<file path="config.mk">
export PLATFORM = sky130hd
export DESIGN_NAME = extended_gcd_bezout_core
export DESIGN_NICKNAME = d
export VERILOG_FILES = /design/src/sv/egcd_pkg.sv /design/src/sv/egcd_div_unit.sv /design/src/sv/extended_gcd_bezout_core.sv
export SDC_FILE = /design/constraint.sdc
export NUM_CORES = 2
export LEC_CHECK = 0
export BUFFER_PORTS_ARGS = -buffer_cell sky130_fd_sc_hd__clkbuf_2
export CAP_MARGIN = 10
export CORE_ASPECT_RATIO = 0.7
export CORE_MARGIN = 5
export CORE_UTILIZATION = 56
export DETAILED_ROUTE_END_ITERATION = 10
export PLACE_DENSITY = 0.76
export SETUP_SLACK_MARGIN = 0.1
export SLEW_MARGIN = 0
export SYNTH_ARGS = -nofsm -noshare
export SYNTH_HDL_FRONTEND = slang
export SYNTH_SLANG_ARGS = --single-unit
</file>
<file path="constraint.sdc">
create_clock -name clk -period 62.8 [get_ports clk]
set_clock_uncertainty 0.1 [all_clocks]
set_input_delay 3.14 -clock clk [delete_from_list [all_inputs] [get_ports clk]]
set_output_delay 3.14 -clock clk [all_outputs]
set_load 0.05 [all_outputs]
</file>
<file path="src/sv/egcd_pkg.sv">
package egcd_pkg;

    // Field widths of the words on both stream sides.
    localparam int unsigned OPND_W  = 63;
    localparam int unsigned COEF_W  = 64;
    localparam int unsigned S_DATA_W = 128;
    localparam int unsigned M_DATA_W = 192;

    // Bit count of the quotient-digit counter (one digit per operand bit).
    localparam int unsigned CNT_W = 6;
    localparam logic [CNT_W-1:0] LAST_DIGIT = CNT_W'(OPND_W - 1);

    // One quotient digit: operands presented to the shared shift-subtract unit.
    typedef struct packed {
        logic [OPND_W-1:0] part_rem;  // partial remainder, always below the divisor
        logic              next_bit;  // next dividend bit, most significant first
        logic [OPND_W-1:0] dvsr;      // current divisor r1
        logic [COEF_W-1:0] acc_x;     // running -(q * x1), built most significant digit first
        logic [COEF_W-1:0] acc_y;     // running -(q * y1)
        logic [COEF_W-1:0] x1;
        logic [COEF_W-1:0] y1;
    } div_in_t;

    typedef struct packed {
        logic [OPND_W-1:0] part_rem;
        logic [COEF_W-1:0] acc_x;
        logic [COEF_W-1:0] acc_y;
    } div_out_t;

endpackage

</file>
<file path="src/sv/egcd_div_unit.sv">
module egcd_div_unit
    import egcd_pkg::*;
(
    input  div_in_t  din,
    output div_out_t dout
);

    logic [OPND_W:0]   trial;
    logic [OPND_W:0]   diff;
    logic              take;
    logic [COEF_W-1:0] dbl_x;
    logic [COEF_W-1:0] dbl_y;

    // Restoring division digit; the same digit also scales the coefficient
    // accumulators, so x0 - q*x1 is formed without a multiplier.
    always_comb
    begin
        trial = {din.part_rem, din.next_bit};
        diff  = trial - {1'b0, din.dvsr};
        take  = (trial >= {1'b0, din.dvsr});
        dbl_x = {din.acc_x[COEF_W-2:0], 1'b0};
        dbl_y = {din.acc_y[COEF_W-2:0], 1'b0};

        dout.part_rem = take ? diff[OPND_W-1:0] : trial[OPND_W-1:0];
        dout.acc_x    = take ? (dbl_x - din.x1) : dbl_x;
        dout.acc_y    = take ? (dbl_y - din.y1) : dbl_y;
    end

endmodule

</file>
<file path="src/sv/extended_gcd_bezout_core.sv">
// Operation: when operand b is zero the result is valid in the cycle after the word is taken;
// otherwise each Euclid step runs 63 quotient digits (ST_DIV) and then one update (ST_UPDATE).
// Throughput: one word at a time; s_tready is low from acceptance until the result is taken.
// Division runs on the single shift-subtract unit, which yields one quotient digit a cycle.
// Reset (rst_n low, asynchronous) returns the sequencer to idle and drops m_tvalid.
module extended_gcd_bezout_core
    import egcd_pkg::*;
(
    input  logic                clk,
    input  logic                rst_n,
    input  logic                s_tvalid,
    output logic                s_tready,
    input  logic [S_DATA_W-1:0] s_tdata,   // operand_a [62:0], operand_b [125:63], zero pad
    output logic                m_tvalid,
    input  logic                m_tready,
    output logic [M_DATA_W-1:0] m_tdata    // divisor [62:0], coef_a [126:63], coef_b [190:127]
);

    // Sequencer states.
    localparam logic [1:0] ST_IDLE   = 2'd0;
    localparam logic [1:0] ST_DIV    = 2'd1;
    localparam logic [1:0] ST_UPDATE = 2'd2;
    localparam logic [1:0] ST_DONE   = 2'd3;

    logic [1:0]        state_reg, state_next;
    logic [CNT_W-1:0]  cnt_reg, cnt_next;

    // Remainder pair and coefficient pairs of the forward Euclid recurrence.
    logic [OPND_W-1:0] r0_reg, r0_next;
    logic [OPND_W-1:0] r1_reg, r1_next;
    logic [COEF_W-1:0] x0_reg, x0_next;
    logic [COEF_W-1:0] x1_reg, x1_next;
    logic [COEF_W-1:0] y0_reg, y0_next;
    logic [COEF_W-1:0] y1_reg, y1_next;

    // Division in progress: partial remainder, dividend shifter and accumulators.
    logic [OPND_W-1:0] prem_reg, prem_next;
    logic [OPND_W-1:0] dvd_reg, dvd_next;
    logic [COEF_W-1:0] accx_reg, accx_next;
    logic [COEF_W-1:0] accy_reg, accy_next;

    logic [M_DATA_W-1:0] out_reg, out_next;

    logic [OPND_W-1:0] in_a;
    logic [OPND_W-1:0] in_b;
    div_in_t           du_in;
    div_out_t          du_out;

    assign in_a = s_tdata[OPND_W-1:0];
    assign in_b = s_tdata[2*OPND_W-1:OPND_W];

    assign du_in.part_rem = prem_reg;
    assign du_in.next_bit = dvd_reg[OPND_W-1];
    assign du_in.dvsr     = r1_reg;
    assign du_in.acc_x    = accx_reg;
    assign du_in.acc_y    = accy_reg;
    assign du_in.x1       = x1_reg;
    assign du_in.y1       = y1_reg;

    egcd_div_unit u_div (
        .din  (du_in),
        .dout (du_out)
    );

    assign s_tready = (state_reg == ST_IDLE);
    assign m_tvalid = (state_reg == ST_DONE);
    assign m_tdata  = out_reg;

    always_comb
    begin
        state_next = state_reg;
        cnt_next   = cnt_reg;
        r0_next    = r0_reg;
        r1_next    = r1_reg;
        x0_next    = x0_reg;
        x1_next    = x1_reg;
        y0_next    = y0_reg;
        y1_next    = y1_reg;
        prem_next  = prem_reg;
        dvd_next   = dvd_reg;
        accx_next  = accx_reg;
        accy_next  = accy_reg;
        out_next   = out_reg;

        case (state_reg)
            ST_IDLE:
            begin
                if (s_tvalid)
                begin
                    r0_next   = in_a;
                    r1_next   = in_b;
                    x0_next   = COEF_W'(1);
                    x1_next   = '0;
                    y0_next   = '0;
                    y1_next   = COEF_W'(1);
                    prem_next = '0;
                    dvd_next  = in_a;
                    accx_next = '0;
                    accy_next = '0;
                    cnt_next  = LAST_DIGIT;
                    if (in_b == '0)
                    begin
                        // Nothing to divide: gcd is a with coefficients one and zero.
                        out_next   = {1'b0, {COEF_W{1'b0}}, COEF_W'(1), in_a};
                        state_next = ST_DONE;
                    end
                    else
                    begin
                        state_next = ST_DIV;
                    end
                end
            end

            ST_DIV:
            begin
                prem_next = du_out.part_rem;
                accx_next = du_out.acc_x;
                accy_next = du_out.acc_y;
                dvd_next  = {dvd_reg[OPND_W-2:0], 1'b0};
                cnt_next  = cnt_reg - CNT_W'(1);
                if (cnt_reg == '0)
                begin
                    state_next = ST_UPDATE;
                end
            end

            ST_UPDATE:
            begin
                // The accumulators hold -(q * x1) and -(q * y1), modulo 2^64.
                r0_next   = r1_reg;
                r1_next   = prem_reg;
                x0_next   = x1_reg;
                x1_next   = x0_reg + accx_reg;
                y0_next   = y1_reg;
                y1_next   = y0_reg + accy_reg;
                prem_next = '0;
                dvd_next  = r1_reg;
                accx_next = '0;
                accy_next = '0;
                cnt_next  = LAST_DIGIT;
                if (prem_reg == '0)
                begin
                    out_next   = {1'b0, y1_reg, x1_reg, r1_reg};
                    state_next = ST_DONE;
                end
                else
                begin
                    state_next = ST_DIV;
                end
            end

            ST_DONE:
            begin
                if (m_tready)
                begin
                    state_next = ST_IDLE;
                end
            end

            default:
            begin
                state_next = ST_IDLE;
            end
        endcase
    end

    always_ff @(posedge clk or negedge rst_n)
    begin
        if (!rst_n)
        begin
            state_reg <= ST_IDLE;
            cnt_reg   <= '0;
        end
        else
        begin
            state_reg <= state_next;
            cnt_reg   <= cnt_next;
        end
    end

    always_ff @(posedge clk)
    begin
        r0_reg   <= r0_next;
        r1_reg   <= r1_next;
        x0_reg   <= x0_next;
        x1_reg   <= x1_next;
        y0_reg   <= y0_next;
        y1_reg   <= y1_next;
        prem_reg <= prem_next;
        dvd_reg  <= dvd_next;
        accx_reg <= accx_next;
        accy_reg <= accy_next;
        out_reg  <= out_next;
    end

endmodule

</file>
==> impl_results.md <==
- Worst setup margin: 56.24 ns
- Avg WL per Cell: 21.2 microns
- Largest net degree at the start of global routing: 189
- Critical Path RT: 62.94 ns
- H-tree depth: 3
- Congestion Overflow GR: 0
- Kind of critical path: in2reg
- FMAX: 152 MHz
- Clk buf depth: 3
- Reg2reg start: prem_reg[1]$_SDFFCE_PN0P_
- CTS Hold Bufs: 0
- Asr flop ratio synth: 1.04%
- Placed Cells: 6141
- Initial Utilization: 56.4%
- Status: finished, final reports clean
- Layout cells sized above 1: 12.4%
- Worst relative slew slack: 22.1%
- Unique cell type count in the Yosys netlist: 89
- Fin util: 62.3%
- Hold path start: cnt_reg[1]$_DFFE_PN0P_
- CTS tree: built
- Post-Place Setup Slack: 55.75 ns
- CTS Buf Count: 79
- Final Max Tran Viols: 0
- GR Util met3: 5.02%
- FP Rows: 90
- EDFF count, synth: 764
- Crit start category: input port
- Syn Area/Cell: 9.94 sq um
- Core area: 86000 sq um
- Post-DRT Antenna Nets: 0
- Buf/Inv on CP: 2
- GRT met2 Usage: 38.3%
- Final hold violation count: 0
- Syn Inst Count: 4880
- Hold/Removal Path Class: reg2reg
- Filler instances: 7067
- GRT busiest layer: met1
- CTS sink count: 772
- Later-pin clock latency in the skew report: 0.64 ns
- Nets@finish: 5528
- Final wirelength: 133000 microns
- Top_reg_cell synth: edfxtp_1
- DR vias/cell: 6.20
- First-pass GRT wire length: 205000 microns
- Netlist area before placement: 48500 sq um
- Commonest non-fill, non-tap cells in the layout: edfxtp_1, a21oi_1, nor2_1, nand2_1, clkbuf_2
- Maxcap violations: 0
- DIE WIDTH: 362 microns
- Global Route met1 Usage: 44.3%
- WP data arrival: 6.70 ns
- Syn nets: 5336
- DRC viols: 0
- Commonest non-fill, non-tap cell in the layout: edfxtp_1
- Seq/Total Area, Yosys: 47.7%
- Die Y: 256 microns
- Worst Max-Slew Pin Slew: 1.16 ns
- Final period demand of the worst path: 6.56 ns
- CP Capture Type: flip-flop
- Tcrit/Tclk final: 10.4%
- CP Max Fanout: 146
- Crit-path max cell delay: 0.78 ns
- Number of global-route vias before repair: 35700
- Crit path from: s_tdata[122]
- Slowest stage cell, crit path: o41ai_1
- Ys Warns: 0
- Antenna violations before repair: 6
- DP HPWL: 95600 microns
- RSZ-0062 raised after global routing: no
- R2R setup slack: 57.15 ns
- I/O Pins: 326
- Detailed Route Iter0 Violations: 4669
- Delay-heaviest family, CP: compound AO/OA/AOI/OAI gates
- Die ar.: 92700 sq um
- Pre-antenna DRT Iters: 5
- Layout area overhead: 10.4%
- Via Count: 39000
- GRT Overall Usage: 27.5%
- Max reg flops: 191
- Setup TNS Final: 0 ns
- RD Place Congestion: 0.951
- Clock transition at path regs: 0.06 ns
- CTS root buffer: clkbuf_16
- CP Cell Sequence: clkbuf_2 > nor4_1 > nand4_1 > o41ai_1 > o211a_4 > buf_12
- Post-CTS setup buffer count: 0
- # port buffers: 322
- Resized Gates After CTS: 0
- Final setup viols: 0
- Synthesized flop and latch total: 772
- Fin cells: 6285
## cell type report
| type | count | area [sq um] | share of cell area, % |
|---|---|---|---|
| timing repair buffer | 345 | 1830 | 3.42 |
| inverter | 277 | 1050 | 1.96 |
| sequential | 772 | 23100 | 43.2 |
| antenna | 4 | 10.0 | 0.0187 |
| tap | 1150 | 1440 | 2.68 |
| multi-input combinational | 3597 | 23500 | 43.8 |
| clock buffer | 92 | 2070 | 3.86 |
| clock inverter | 48 | 553 | 1.03 |
## synthesized netlist by cell type (28+ instances only)
master | instances | area share, %
xnor2_1 | 166 | 3.0
nor2b_1 | 28 | 0.36
nand2_1 | 468 | 3.6
nand3_1 | 102 | 1.1
a21oi_1 | 537 | 5.5
a211oi_1 | 47 | 0.73
buf_2 | 31 | 0.32
and2_1 | 39 | 0.50
nor4_1 | 40 | 0.52
nor2_1 | 502 | 3.9
nand4_1 | 80 | 1.0
clkbuf_1 | 194 | 1.5
a21o_1 | 222 | 3.4
nor3_1 | 57 | 0.59
mux2_2 | 126 | 2.9
o21a_1 | 28 | 0.43
a22oi_1 | 62 | 0.96
a31oi_1 | 46 | 0.59
ha_1 | 319 | 8.2
inv_1 | 275 | 2.1
edfxtp_1 | 764 | 47
o21ai_0 | 221 | 2.3
xor2_1 | 112 | 2.0
o21bai_1 | 60 | 0.93
and3_1 | 34 | 0.44
## worst register-to-register path: stages (launching register included)
cell      delay, ns
edfxtp_1       0.45
ha_1           0.39
nor2b_1        0.17
o31a_1         0.29
o31ai_1        0.23
o211ai_1       0.30
a311oi_2       0.79
nor2_1         0.14
nand2b_1       0.25
a21oi_4        0.66
buf_4          0.76
nor2_1         0.54
a22o_1         0.33
## per-layer routing
metal / vias to the layer above / share of wire [%]
li1: 18300 / -
met5: - / 0
met4: 0 / 2.0
met3: 175 / 9.4
met2: 1704 / 41
met1: 18700 / 47
## worst paths after layout
check,to,depth (start not counted)
worst max register to register,accy_reg[53]$_SDFFCE_PN0P_,12
min in group asynchronous,cnt_reg[3]$_DFFE_PN0P_,1
worst min-delay path,cnt_reg[1]$_DFFE_PN0P_,2
max in group asynchronous,state_reg[1]$_DFFE_PN0P_,1
worst min register to register,cnt_reg[1]$_DFFE_PN0P_,2
worst max-delay path,m_tdata[63]$_SDFFCE_PN1P_,6
## logic make-up after synthesis
family	Yosys count	synth area share, %
simple gates	1440	13.3
compound gates	1418	18.3
flops	772	47.7
buf+inv	511	4.06
fa+ha+maj	324	8.43
xor+xnor	278	5.02
mux	136	3.13
other cells	1	0.00773
## metrics by stage
step,area [sq um],hold slack [ns]
finish,53600,0.488
global route,53600,0.527
CTS,53600,0.491
detailed placement,51000,0.479
global placement,51000,0.456
floorplan,48500,0.397
Power is left out: the tool's default activity adds up to more than one toggle a clock period on the data nets, which glitch-free logic cannot reach.
